==> src/rtl/asl_pkg.sv <==
`default_nettype none
package asl_pkg;

  localparam int MaxInputLen = 65536;
  localparam int CntW        = $clog2(MaxInputLen + 1);
  localparam int FifoDepth   = 4;
  localparam int FifoAw      = $clog2(FifoDepth);

  localparam logic [7:0] ChX       = 8'h78;  // 'x'
  localparam logic [7:0] ChB       = 8'h62;  // 'b'
  localparam logic [7:0] ChSemi    = 8'h3B;  // ';'
  localparam logic [7:0] ChPercent = 8'h25;  // '%'
  localparam logic [7:0] ChMinus   = 8'h2D;  // '-'
  localparam logic [7:0] ChColon   = 8'h3A;  // ':'
  localparam logic [7:0] ChOpen    = 8'h5B;  // '['
  localparam logic [7:0] ChClose   = 8'h5D;  // ']'
  localparam logic [7:0] ChLf      = 8'h0A;
  localparam logic [7:0] ChCr      = 8'h0D;
  localparam logic [7:0] ChSpace   = 8'h20;
  localparam logic [7:0] ChTab     = 8'h09;
  localparam logic [7:0] ChVt      = 8'h0B;
  localparam logic [7:0] ChFf      = 8'h0C;
  localparam logic [7:0] ChComma   = 8'h2C;
  localparam logic [7:0] ChDot     = 8'h2E;
  localparam logic [7:0] ChUscore  = 8'h5F;

  typedef enum logic [3:0] {
    K_EOL     = 4'd0,
    K_NUM     = 4'd1,
    K_IDENT   = 4'd2,
    K_COLON   = 4'd3,
    K_OPEN    = 4'd4,
    K_CLOSE   = 4'd5,
    K_UNKNOWN = 4'd6,
    K_END     = 4'd7,
    K_ERROR   = 4'd8
  } kind_t;

  typedef enum logic [3:0] {
    C_LF,
    C_CR,
    C_SPACE,
    C_COMMENT,
    C_MINUS,
    C_DIGIT,
    C_ALPHA,
    C_COLON,
    C_OPEN,
    C_CLOSE,
    C_DOT_US,
    C_OTHER
  } cls_t;

  typedef struct packed {
    logic       is_end;
    cls_t       cls;
    logic [3:0] dval;    // digit or hex digit value
    logic       is_hex;
    logic       is_x;
    logic       is_b;
    logic [7:0] code;
  } item_t;

  typedef struct packed {
    kind_t        kind;
    logic [15:0]  pos;
    logic [15:0]  len;
    logic [31:0]  val;
    logic [7:0]   code;
    logic         last;
  } tok_t;

  function automatic logic [15:0] sat_inc(input logic [15:0] v);
    return (v == 16'hFFFF) ? v : v + 16'd1;
  endfunction

endpackage
`default_nettype wire

==> src/rtl/assembly_source_lexer_core.sv <==
// channel | direction | handshake              | payload
// src     | in        | src_valid / src_stall  | req_type, char_byte
// tok     | out       | tok_valid / tok_stall  | token_kind, token_position, ident_length,
//         |           |                        | number_value, char_code, last_of_run
//
// One character per cycle sustained while tok is not stalled; an item that yields several
// tokens (up to 3 at the end marker) holds the lexer stage until the single token output
// register has passed them all on. Path: front register, queue, then token register.
// Synchronous reset returns the lexer to idle with an empty queue.
// Stalls on tok back up through the 4-entry queue before src_stall rises.
`default_nettype none
module assembly_source_lexer_core import asl_pkg::*; (
  input  wire logic         clk,
  input  wire logic         rst,
  input  wire logic         src_valid,
  output logic              src_stall,
  input  wire logic         req_type,
  input  wire logic [7:0]   char_byte,
  output logic              tok_valid,
  input  wire logic         tok_stall,
  output logic [3:0]        token_kind,
  output logic [15:0]       token_position,
  output logic [15:0]       ident_length,
  output logic signed [31:0] number_value,
  output logic [7:0]        char_code,
  output logic              last_of_run
);

  logic  q_full;
  logic  q_push;
  item_t q_din;
  logic  q_pop;
  logic  q_nonempty;
  item_t q_dout;
  tok_t  tok;

  asl_front u_front (
    .clk       (clk),
    .rst       (rst),
    .src_valid (src_valid),
    .src_stall (src_stall),
    .req_type  (req_type),
    .char_byte (char_byte),
    .q_full    (q_full),
    .q_push    (q_push),
    .q_item    (q_din)
  );

  asl_fifo u_fifo (
    .clk      (clk),
    .rst      (rst),
    .push     (q_push),
    .din      (q_din),
    .full     (q_full),
    .pop      (q_pop),
    .nonempty (q_nonempty),
    .dout     (q_dout)
  );

  asl_back u_back (
    .clk        (clk),
    .rst        (rst),
    .q_nonempty (q_nonempty),
    .q_item     (q_dout),
    .q_pop      (q_pop),
    .tok_valid  (tok_valid),
    .tok_stall  (tok_stall),
    .tok        (tok)
  );

  assign token_kind     = tok.kind;
  assign token_position = tok.pos;
  assign ident_length   = tok.len;
  assign number_value   = $signed(tok.val);
  assign char_code      = tok.code;
  assign last_of_run    = tok.last;

endmodule
`default_nettype wire

==> src/rtl/asl_front.sv <==
`default_nettype none
module asl_front import asl_pkg::*; (
  input  wire logic  clk,
  input  wire logic  rst,
  input  wire logic  src_valid,
  output logic       src_stall,
  input  wire logic  req_type,
  input  wire logic [7:0] char_byte,
  input  wire logic  q_full,
  output logic       q_push,
  output item_t      q_item
);

  logic            fv;
  item_t           fitem;
  logic [CntW-1:0] char_count;
  logic            accept;
  logic            keep;
  item_t           cls_item;

  function automatic item_t classify(input logic is_end, input logic [7:0] c);
    item_t r;
    logic  dig;
    logic  lower;
    logic  upper;
    r       = '0;
    dig     = (c >= 8'h30) && (c <= 8'h39);
    lower   = (c >= 8'h61) && (c <= 8'h7A);
    upper   = (c >= 8'h41) && (c <= 8'h5A);
    r.is_end = is_end;
    r.code   = c;
    r.is_x   = (c == ChX);
    r.is_b   = (c == ChB);
    if (dig) begin
      r.dval   = 4'(c - 8'h30);
      r.is_hex = 1'b1;
    end else if (c >= 8'h61 && c <= 8'h66) begin
      r.dval   = 4'(c - 8'h57);
      r.is_hex = 1'b1;
    end else if (c >= 8'h41 && c <= 8'h46) begin
      r.dval   = 4'(c - 8'h37);
      r.is_hex = 1'b1;
    end
    if (c == ChLf)                                   r.cls = C_LF;
    else if (c == ChCr)                              r.cls = C_CR;
    else if (c == ChSpace || c == ChTab || c == ChVt ||
             c == ChFf || c == ChComma)              r.cls = C_SPACE;
    else if (c == ChSemi || c == ChPercent)          r.cls = C_COMMENT;
    else if (c == ChMinus)                           r.cls = C_MINUS;
    else if (dig)                                    r.cls = C_DIGIT;
    else if (lower || upper)                         r.cls = C_ALPHA;
    else if (c == ChColon)                           r.cls = C_COLON;
    else if (c == ChOpen)                            r.cls = C_OPEN;
    else if (c == ChClose)                           r.cls = C_CLOSE;
    else if (c == ChDot || c == ChUscore)            r.cls = C_DOT_US;
    else                                             r.cls = C_OTHER;
    return r;
  endfunction

  assign src_stall = fv && q_full;
  assign accept    = src_valid && !src_stall;
  assign q_push    = fv && !q_full;
  assign q_item    = fitem;
  // characters past the input limit are dropped here
  assign keep      = req_type || (char_count < CntW'(MaxInputLen));
  assign cls_item  = classify(req_type, char_byte);

  always_ff @(posedge clk) begin
    if (rst) begin
      fv         <= 1'b0;
      char_count <= '0;
    end else begin
      if (accept && keep) begin
        fv <= 1'b1;
      end else if (q_push) begin
        fv <= 1'b0;
      end
      if (accept) begin
        if (req_type) begin
          char_count <= '0;
        end else if (keep) begin
          char_count <= char_count + CntW'(1);
        end
      end
    end
    if (accept && keep) begin
      fitem <= cls_item;
    end
  end

endmodule
`default_nettype wire

==> src/rtl/asl_fifo.sv <==
`default_nettype none
module asl_fifo import asl_pkg::*; (
  input  wire logic  clk,
  input  wire logic  rst,
  input  wire logic  push,
  input  item_t      din,
  output logic       full,
  input  wire logic  pop,
  output logic       nonempty,
  output item_t      dout
);

  item_t             mem [FifoDepth];
  logic [FifoAw-1:0] wr_ptr;
  logic [FifoAw-1:0] rd_ptr;
  logic [FifoAw:0]   count;

  assign full     = (count == (FifoAw+1)'(FifoDepth));
  assign nonempty = (count != '0);
  assign dout     = mem[rd_ptr];

  always_ff @(posedge clk) begin
    if (rst) begin
      wr_ptr <= '0;
      rd_ptr <= '0;
      count  <= '0;
    end else begin
      if (push) begin
        wr_ptr <= wr_ptr + FifoAw'(1);
      end
      if (pop) begin
        rd_ptr <= rd_ptr + FifoAw'(1);
      end
      if (push && !pop) begin
        count <= count + (FifoAw+1)'(1);
      end else if (pop && !push) begin
        count <= count - (FifoAw+1)'(1);
      end
    end
    if (push) begin
      mem[wr_ptr] <= din;
    end
  end

endmodule
`default_nettype wire

==> src/rtl/asl_back.sv <==
`default_nettype none
module asl_back import asl_pkg::*; (
  input  wire logic  clk,
  input  wire logic  rst,
  input  wire logic  q_nonempty,
  input  item_t      q_item,
  output logic       q_pop,
  output logic       tok_valid,
  input  wire logic  tok_stall,
  output tok_t       tok
);

  typedef enum logic [3:0] {
    M_IDLE, M_COMMENT, M_MINUS, M_ZERO, M_DEC, M_HEX, M_BIN, M_IDENT, M_ERROR
  } mode_t;

  mode_t        mode, mode_next;
  logic         neg, neg_next;
  logic         bstop, bstop_next;
  logic [31:0]  acc, acc_next;
  logic [15:0]  start, start_next;
  logic [15:0]  rlen, rlen_next;
  logic [15:0]  pos, pos_next;
  logic         any_tok, any_tok_next;
  logic         last_eol, last_eol_next;

  tok_t         slot [3];
  logic [1:0]   ocnt;
  tok_t         tk [3];
  logic [1:0]   n;
  logic         disp;
  logic [31:0]  numv;
  logic         any_fin;
  logic         eol_fin;
  logic         take;
  logic         can_load;

  function automatic tok_t mk(input kind_t k, input logic [15:0] p, input logic [15:0] l,
                              input logic [31:0] v, input logic [7:0] c);
    tok_t t;
    t.kind = k;
    t.pos  = p;
    t.len  = l;
    t.val  = v;
    t.code = c;
    t.last = 1'b0;
    return t;
  endfunction

  assign take      = (ocnt != 2'd0) && !tok_stall;
  assign can_load  = (ocnt == 2'd0) || ((ocnt == 2'd1) && !tok_stall);
  assign q_pop     = q_nonempty && can_load;
  assign tok_valid = (ocnt != 2'd0);
  assign tok       = slot[0];
  assign numv      = neg ? (32'd0 - acc) : acc;

  always_comb begin
    mode_next     = mode;
    neg_next      = neg;
    bstop_next    = bstop;
    acc_next      = acc;
    start_next    = start;
    rlen_next     = rlen;
    pos_next      = pos;
    any_tok_next  = any_tok;
    last_eol_next = last_eol;
    tk[0]         = '0;
    tk[1]         = '0;
    tk[2]         = '0;
    n             = 2'd0;
    disp          = 1'b0;
    any_fin       = 1'b0;
    eol_fin       = 1'b0;
    if (q_pop) begin
      if (q_item.is_end) begin
        case (mode)
          M_ZERO, M_DEC, M_HEX, M_BIN: begin
            tk[n] = mk(K_NUM, start, 16'd0, numv, 8'd0);
            n     = n + 2'd1;
          end
          M_IDENT: begin
            tk[n] = mk(K_IDENT, start, rlen, 32'd0, 8'd0);
            n     = n + 2'd1;
          end
          M_MINUS: begin
            tk[n] = mk(K_ERROR, start, 16'd0, 32'd0, 8'd0);
            n     = n + 2'd1;
          end
          default: begin
          end
        endcase
        // a pending token is never an end of line
        any_fin = any_tok || (n != 2'd0);
        eol_fin = (n != 2'd0) ? 1'b0 : last_eol;
        if (any_fin && !eol_fin) begin
          tk[n] = mk(K_EOL, pos, 16'd0, 32'd0, 8'd0);
          n     = n + 2'd1;
        end
        tk[n] = mk(K_END, pos, 16'd0, 32'd0, 8'd0);
        n     = n + 2'd1;
        mode_next     = M_IDLE;
        neg_next      = 1'b0;
        bstop_next    = 1'b0;
        acc_next      = '0;
        start_next    = '0;
        rlen_next     = '0;
        pos_next      = '0;
        any_tok_next  = 1'b0;
        last_eol_next = 1'b0;
      end else begin
        case (mode)
          M_COMMENT: begin
            if (q_item.cls == C_LF) disp = 1'b1;
          end
          M_MINUS: begin
            if (q_item.cls == C_DIGIT) begin
              neg_next   = 1'b1;
              acc_next   = 32'(q_item.dval);
              start_next = pos;
              mode_next  = (q_item.dval == 4'd0) ? M_ZERO : M_DEC;
            end else begin
              tk[n]     = mk(K_ERROR, start, 16'd0, 32'd0, 8'd0);
              n         = n + 2'd1;
              mode_next = M_ERROR;
            end
          end
          M_ZERO: begin
            if (q_item.is_x) begin
              mode_next  = M_HEX;
              acc_next   = '0;
              start_next = sat_inc(pos);
            end else if (q_item.is_b) begin
              mode_next  = M_BIN;
              acc_next   = '0;
              bstop_next = 1'b0;
              start_next = sat_inc(pos);
            end else if (q_item.cls == C_DIGIT) begin
              mode_next = M_DEC;
              acc_next  = 32'(q_item.dval);
            end else begin
              tk[n] = mk(K_NUM, start, 16'd0, numv, 8'd0);
              n     = n + 2'd1;
              disp  = 1'b1;
            end
          end
          M_DEC: begin
            if (q_item.cls == C_DIGIT) begin
              acc_next = (acc << 3) + (acc << 1) + 32'(q_item.dval);
            end else begin
              tk[n] = mk(K_NUM, start, 16'd0, numv, 8'd0);
              n     = n + 2'd1;
              disp  = 1'b1;
            end
          end
          M_HEX: begin
            if (q_item.is_hex) begin
              acc_next = {acc[27:0], q_item.dval};
            end else begin
              tk[n] = mk(K_NUM, start, 16'd0, numv, 8'd0);
              n     = n + 2'd1;
              disp  = 1'b1;
            end
          end
          M_BIN: begin
            if (q_item.cls == C_DIGIT) begin
              // value freezes at the first digit of 2 or more
              if (!bstop && q_item.dval <= 4'd1) begin
                acc_next = {acc[30:0], q_item.dval[0]};
              end else begin
                bstop_next = 1'b1;
              end
            end else begin
              tk[n] = mk(K_NUM, start, 16'd0, numv, 8'd0);
              n     = n + 2'd1;
              disp  = 1'b1;
            end
          end
          M_IDENT: begin
            if (q_item.cls == C_ALPHA || q_item.cls == C_DIGIT || q_item.cls == C_DOT_US) begin
              rlen_next = sat_inc(rlen);
            end else begin
              tk[n] = mk(K_IDENT, start, rlen, 32'd0, 8'd0);
              n     = n + 2'd1;
              disp  = 1'b1;
            end
          end
          M_ERROR: begin
          end
          default: begin
            disp = 1'b1;
          end
        endcase
        if (disp) begin
          mode_next = M_IDLE;
          case (q_item.cls)
            C_LF, C_CR: begin
              tk[n] = mk(K_EOL, pos, 16'd0, 32'd0, 8'd0);
              n     = n + 2'd1;
            end
            C_SPACE: begin
            end
            C_COMMENT: mode_next = M_COMMENT;
            C_MINUS: begin
              mode_next  = M_MINUS;
              start_next = pos;
            end
            C_DIGIT: begin
              mode_next  = (q_item.dval == 4'd0) ? M_ZERO : M_DEC;
              neg_next   = 1'b0;
              acc_next   = 32'(q_item.dval);
              start_next = pos;
            end
            C_ALPHA: begin
              mode_next  = M_IDENT;
              rlen_next  = 16'd1;
              start_next = pos;
            end
            C_COLON: begin
              tk[n] = mk(K_COLON, pos, 16'd0, 32'd0, 8'd0);
              n     = n + 2'd1;
            end
            C_OPEN: begin
              tk[n] = mk(K_OPEN, pos, 16'd0, 32'd0, 8'd0);
              n     = n + 2'd1;
            end
            C_CLOSE: begin
              tk[n] = mk(K_CLOSE, pos, 16'd0, 32'd0, 8'd0);
              n     = n + 2'd1;
            end
            default: begin
              tk[n] = mk(K_UNKNOWN, pos, 16'd0, 32'd0, q_item.code);
              n     = n + 2'd1;
            end
          endcase
        end
        pos_next = sat_inc(pos);
        if (n != 2'd0) begin
          any_tok_next  = 1'b1;
          last_eol_next = (tk[n - 2'd1].kind == K_EOL);
        end
      end
      if (n != 2'd0) begin
        tk[n - 2'd1].last = 1'b1;
      end
    end
  end

  always_ff @(posedge clk) begin
    if (rst) begin
      mode     <= M_IDLE;
      neg      <= 1'b0;
      bstop    <= 1'b0;
      acc      <= '0;
      start    <= '0;
      rlen     <= '0;
      pos      <= '0;
      any_tok  <= 1'b0;
      last_eol <= 1'b0;
      ocnt     <= 2'd0;
    end else begin
      mode     <= mode_next;
      neg      <= neg_next;
      bstop    <= bstop_next;
      acc      <= acc_next;
      start    <= start_next;
      rlen     <= rlen_next;
      pos      <= pos_next;
      any_tok  <= any_tok_next;
      last_eol <= last_eol_next;
      if (q_pop) begin
        ocnt <= n;
      end else if (take) begin
        ocnt <= ocnt - 2'd1;
      end
    end
    if (q_pop) begin
      slot[0] <= tk[0];
      slot[1] <= tk[1];
      slot[2] <= tk[2];
    end else if (take) begin
      slot[0] <= slot[1];
      slot[1] <= slot[2];
    end
  end

endmodule
`default_nettype wire

==> config.mk <==
export PLATFORM = sky130hd
export DESIGN_NAME = assembly_source_lexer_core
export DESIGN_NICKNAME = d
export VERILOG_FILES = /design/src/rtl/asl_pkg.sv /design/src/rtl/assembly_source_lexer_core.sv /design/src/rtl/asl_front.sv /design/src/rtl/asl_fifo.sv /design/src/rtl/asl_back.sv
export SDC_FILE = /design/constraint.sdc
export NUM_CORES = 1
export LEC_CHECK = 0
export BUFFER_PORTS_ARGS = -buffer_cell sky130_fd_sc_hd__buf_2
export CAP_MARGIN = 20
export CORE_MARGIN = 3
export CORE_UTILIZATION = 50
export CTS_CLUSTER_SIZE = 25
export DETAILED_ROUTE_END_ITERATION = 7
export PLACE_DENSITY = 0.67
export SYNTH_ARGS = -nofsm -noshare
export SYNTH_HDL_FRONTEND = slang
export SYNTH_SLANG_ARGS = --single-unit
==> constraint.sdc <==
create_clock -name clk -period 10.1 [get_ports clk]
set_input_delay 1.01 -clock clk [delete_from_list [all_inputs] [get_ports clk]]
set_output_delay 1.01 -clock clk [all_outputs]
set_load 0.005 [all_outputs]
; ---- After elaboration in Yosys (flattened, before gate mapping)
; Memory sizes are Yosys's and may differ from the RTL's. A register that Yosys moved wholly into a read port is not among the register bits.
; Cells that the tools add are included.
[op_classes]
n_addsub = 19
magnitude_cmp = 19
n_eq_ne = 44
n_mux = 155
bitwise_logic = 7
reduce_logical = 71
[op_table]
columns = cell, count
row1 = $mux 231, 10
row2 = $bwmux 231, 8
row3 = $pmux 231 s5, 1
row4 = $mux 77, 14
row5 = $demux 77 s2, 4
row6 = $pmux 77 s5, 1
row7 = $mux 32, 11
row8 = $pmux 77 s3, 1
row9 = $mux 16, 14
row10 = $pmux 32 s5, 1
row11 = $bmux 77 s2, 1
row12 = $mux 74, 2
row13 = $mux 75, 1
row14 = $eq 8x6->1 const B, 7
row15 = $mux 2, 21
row16 = $eq 8x4->1 const B, 5
row17 = $eq 8x7->1 const B, 5
row18 = $mux 1, 39
row19 = $mux 17, 2
row20 = $add 16x1->16 const B, 2
row21 = $add 32x32->32, 1
row22 = $add 32x4->32, 1
row23 = $eq 16x16->1 const B, 2
row24 = $eq 4x3->1 const B, 8
row25 = 52 further kinds, 153
[word_totals]
ff_bits = 135
ram_bits = 311
inputBits = 13
output_inout_bits = 79
wordCells = 342
mem_count = 2
[memory_table]
columns = memory, depth, width, read_ports, rd_clocked_by_memory_dff, write_ports, line_no
row1 = u_back.slot, 3, 77, 3, 0, 3, asl_back.sv:27  ; tok_t slot [3];
row2 = u_fifo.mem, 4, 20, 1, 1, 1, asl_fifo.sv:13  ; item_t mem [FifoDepth];

; ---- Depth between registers and ports, before layout
[depth]
word_depth = 25
mapped_depth = 16

; ---- Hierarchy
; A second synthesis with hierarchy kept.
[hier_totals]
hier_cells = 1972
area_unflattened_um2 = 19636.3
[modules_own_cells]
columns = mod, n_inst, cells_per_inst, area_each_um2, seq_area_each_um2
row1 = asl_back, 1, 1617, 14288.7, 5495.3
row2 = asl_fifo, 1, 148, 3315.7, 2582.5
row3 = asl_front, 1, 207, 2031.9, 960.9

; ---- Worst setup path before layout
; No wires, ideal clock.
[synth_path]
kind = input to register
from = input port tok_stall
to = memory u_back.slot[0][0] in the netlist's numbering (enable)
arrival_time_ps = 8352
required_ps = 9386
setup_slack_ps = 1035
path_stages = 1
n_path_buf = 0
cell_sequence = o21ai_0
[synth_lines]
columns = element, line_no
row1 = from (decl), assembly_source_lexer_core.sv:20  ; input wire logic tok_stall,
row2 = to (decl), asl_back.sv:27

==> summary.txt <==
Run status
  • Status: finished, final reports clean

Placed design
  • Port bufs: 91
  • Final HPWL DP: 32,300 um
  • Placer Congestion: 0.915
  • Placed cells: 2,395

Global route
  • Total GRT Usage: 23.0%
  • First-pass GRT wire length: 77,500 um
  • Vias in the first global route: 14,500
  • Initial antenna violation count: 1
  • Gr ovfl total: 0
  • Largest net degree at the start of global routing: 69

Floorplan
  • DIE HEIGHT: 203 um
  • Core area: 37,800 sq um
  • Die Width: 203 um
  • DIE AREA: 41,100 sq um
  • I/O pin total: 92
  • Initial Utilization: 51.1%
  • Core Rows: 71

Clocking
  • CTS Buf Count: 37
  • Post-cts sizing count: 0
  • Post-CTS setup buffer count: 0
  • TritonCTS clock tree: built
  • # hold bufs at CTS: 0
  • Root Buffer: clkbuf_16
  • Maximum clock path buffer count: 3
  • Clock sink count: 340
  • Clock-pin slew on the worst setup and hold paths: 0.06 ns
  • Latest clock arrival within the worst-skew pair: 0.56 ns
  • H-tree depth: 2

Worst setup path
  • WP data arrival: 5.06 ns
  • CP max FO: 23
  • Crit end category: register
  • Worst reg-to-reg path cell count: 15
  • Worst Path Required: 10.54 ns
  • Startpoint Class: register
  • Crit path kind: reg -> reg

Drt
  • Final ANT Viol Nets: 0
  • Initial DRC Count: 1,424
  • WL/cell: 19.6 um
  • Vias/cell: 6.16
  • Final WL: 48,400 um
  • Via count: 15,200
  • Pre-antenna DRT Iters: 5
  • Residual DRC: 0

Logic synthesis
  • Top cell type by total area after synthesis: edfxtp_1
  • Syn_area_per_cell: 9.77 sq um
  • Synth Warn #: 0
  • Synth top cells by count: 223 x edfxtp_1, 185 x nand2_1, 183 x nor2_1
  • EDFF count, synth: 223
  • Distinct cell type count after synthesis: 80
  • Syn nets: 2,074
  • Flops & latches, synth: 340
  • Async SR Flop Fraction: 0%
  • Top FF cell, synth: edfxtp_1
  • Syn Std Cell Area: 19,300 sq um
  • Sequential-to-total area share from yosys stat: 46.8%
  • Syn Inst Count: 1,979
  • Synth top area cells: edfxtp_1 35%, dfxtp_1 12%, ha_1 5.1%, a21oi_1 4.1%, nand2_1 3.6%
  • Cell with the most instances after synthesis: edfxtp_1
  • Synth top area share: 34.6%

Power
  • NetSw: 1.70 mW
  • Sw Share: 34.7%
  • Comb power frac: 30.0%
  • Clock power frac: 28.7%
  • Worst VDD drop: 0.268 mV
  • Sequential Power Share: 41.2%
  • Int Pwr: 3.20 mW
  • Power per Cell Area: 235 nW/um^2
  • Lkg Pwr: 8.00 nW

STA
  • Final Cycle Share: 45.7%
  • Max-slew headroom: 28.4%
  • Final TNS setup: 0 ns
  • Clock Skew: 0.0189 ns
  • Worst slew pin tran: 1.07 ns
  • Slew Limit Fails: 0
  • Final Hold Viols: 0
  • Endpoints failing setup: 0
  • Max Freq: 0.216 GHz
  • Min Tclk post-route: 4.62 ns
  • RSZ-0062 raised after global routing: false

Cells and area
  • Nets: 2,024
  • Antenna fix cells: 0
  • Finished Layout Cells: 2,468
  • Fillers: 3,317
  • Area delta synth->final: 8.14%
  • Layout cells sized above 1: 11.2%

Worst hold path
  • Hold Crit Depth: 1
  • Hold Crit Start: u_back.rlen[10]
  • Hold Path Class: reg -> reg

Job
  • Number of max-cap violations: 0
## cell usage in the layout, fill, tap and decap left out, drive strengths merged, types with 53 or more instances in the layout
cell type  count
ha            79
nand2        185
inv           53
dfxtp        117
o21ai        126
edfxtp       223
nor2         184
a21oi        157
nand3         56
buf          117
## power groups by stage
stage | clock [mW] | sequential [mW] | combinational (mW)
final | 1.41 | 2.02 | 1.47
after global routing | 1.49 | 2.05 | 1.60
after CTS | 1.43 | 2.03 | 1.44
after detailed placement | 0 | 2.06 | 1.44
after global placement | 0 | 2.05 | 1.42
after floorplan | 0 | 2.09 | 1.12
## cell type report
| class | instances | area [sq um] | share of cell area, % |
|---|---|---|---|
| Multi-Input combinational cell | 1381 | 9050 | 43.3 |
| Sequential cell | 340 | 9040 | 43.2 |
| Clock buffer | 46 | 1010 | 4.84 |
| Timing Repair Buffer | 117 | 703 | 3.36 |
| Tap cell | 511 | 639 | 3.06 |
| Clock inverter | 21 | 260 | 1.25 |
| Inverter | 52 | 195 | 0.934 |
## routing by layer
metal | routed length [um] | GRT usage, % | vias to the layer above
met5 | 0 | 0 | -
met1 | 21900 | 32.3 | 7363
met4 | 1190 | 6.83 | 0
met3 | 3130 | 4.06 | 99
li1 | - | - | 7177
met2 | 22200 | 36.8 | 567
## sequential cells by signal, indices dropped and copies added, names as in the netlist, named ones only
signal,flops
u_back.slot,123
u_fifo.mem,80
u_back.acc,32
u_front.q_item,20
u_front.char_count,17
u_back.pos,16
u_back.rlen,16
u_back.start,16
u_back.mode,4
u_fifo.count,3
u_back.ocnt,2
u_fifo.rd_ptr,2
u_fifo.wr_ptr,2
u_back.any_tok,1
u_back.bstop,1
u_back.last_eol,1
u_back.neg,1
u_front.fv,1
## logic make-up after synthesis
group                      Yosys count  synth area share, %
buffers and inverters              258                 6.72
DFF                                340                 46.8
AOI/OAI and AO/OA                  538                 18.2
xor gates and xnor gates            83                 3.76
adders and majority gates           82                 5.42
muxes                               37                 3.29
and+or+nand+nor                    641                 15.9
## path summary, 6_finish.rpt
| kind | endpoint | slack (ns) |
|---|---|---|
| max | u_back.acc[26] | 5.48 |
| min | u_back.rlen[10] | 0.48 |
| max reg2reg | u_back.acc[26] | 5.48 |
| min reg2reg | u_back.rlen[10] | 0.48 |
## worst max-delay path: stages (launching register included)
cell,delay (ns)
dfxtp_1,0.30
buf_4,0.40
mux4_2,0.62
inv_1,0.10
fa_1,0.41
inv_1,0.11
fa_1,0.23
a211oi_1,0.09
o21a_1,0.27
a2111oi_0,0.79
o31ai_1,0.20
o21ai_0,0.37
mux2i_1,0.22
o21ai_0,0.12
o211ai_1,0.20
nand2_1,0.06
## stage by stage
stage	area, sq um	worst slack [ns]	hold slack [ns]	total power [mW]	util [%]
after global placement	19500	5.35	0.452	3.46	51.6
after floorplan	19300	1.03	0.424	3.22	-
after CTS	20800	5.24	0.481	4.91	55.0
final	20900	5.48	0.484	4.90	55.2
after detailed placement	19500	5.27	0.472	3.49	51.6
after global routing	20900	5.12	0.507	5.15	55.2
No activity file was read; power rests on OpenSTA's default activity.
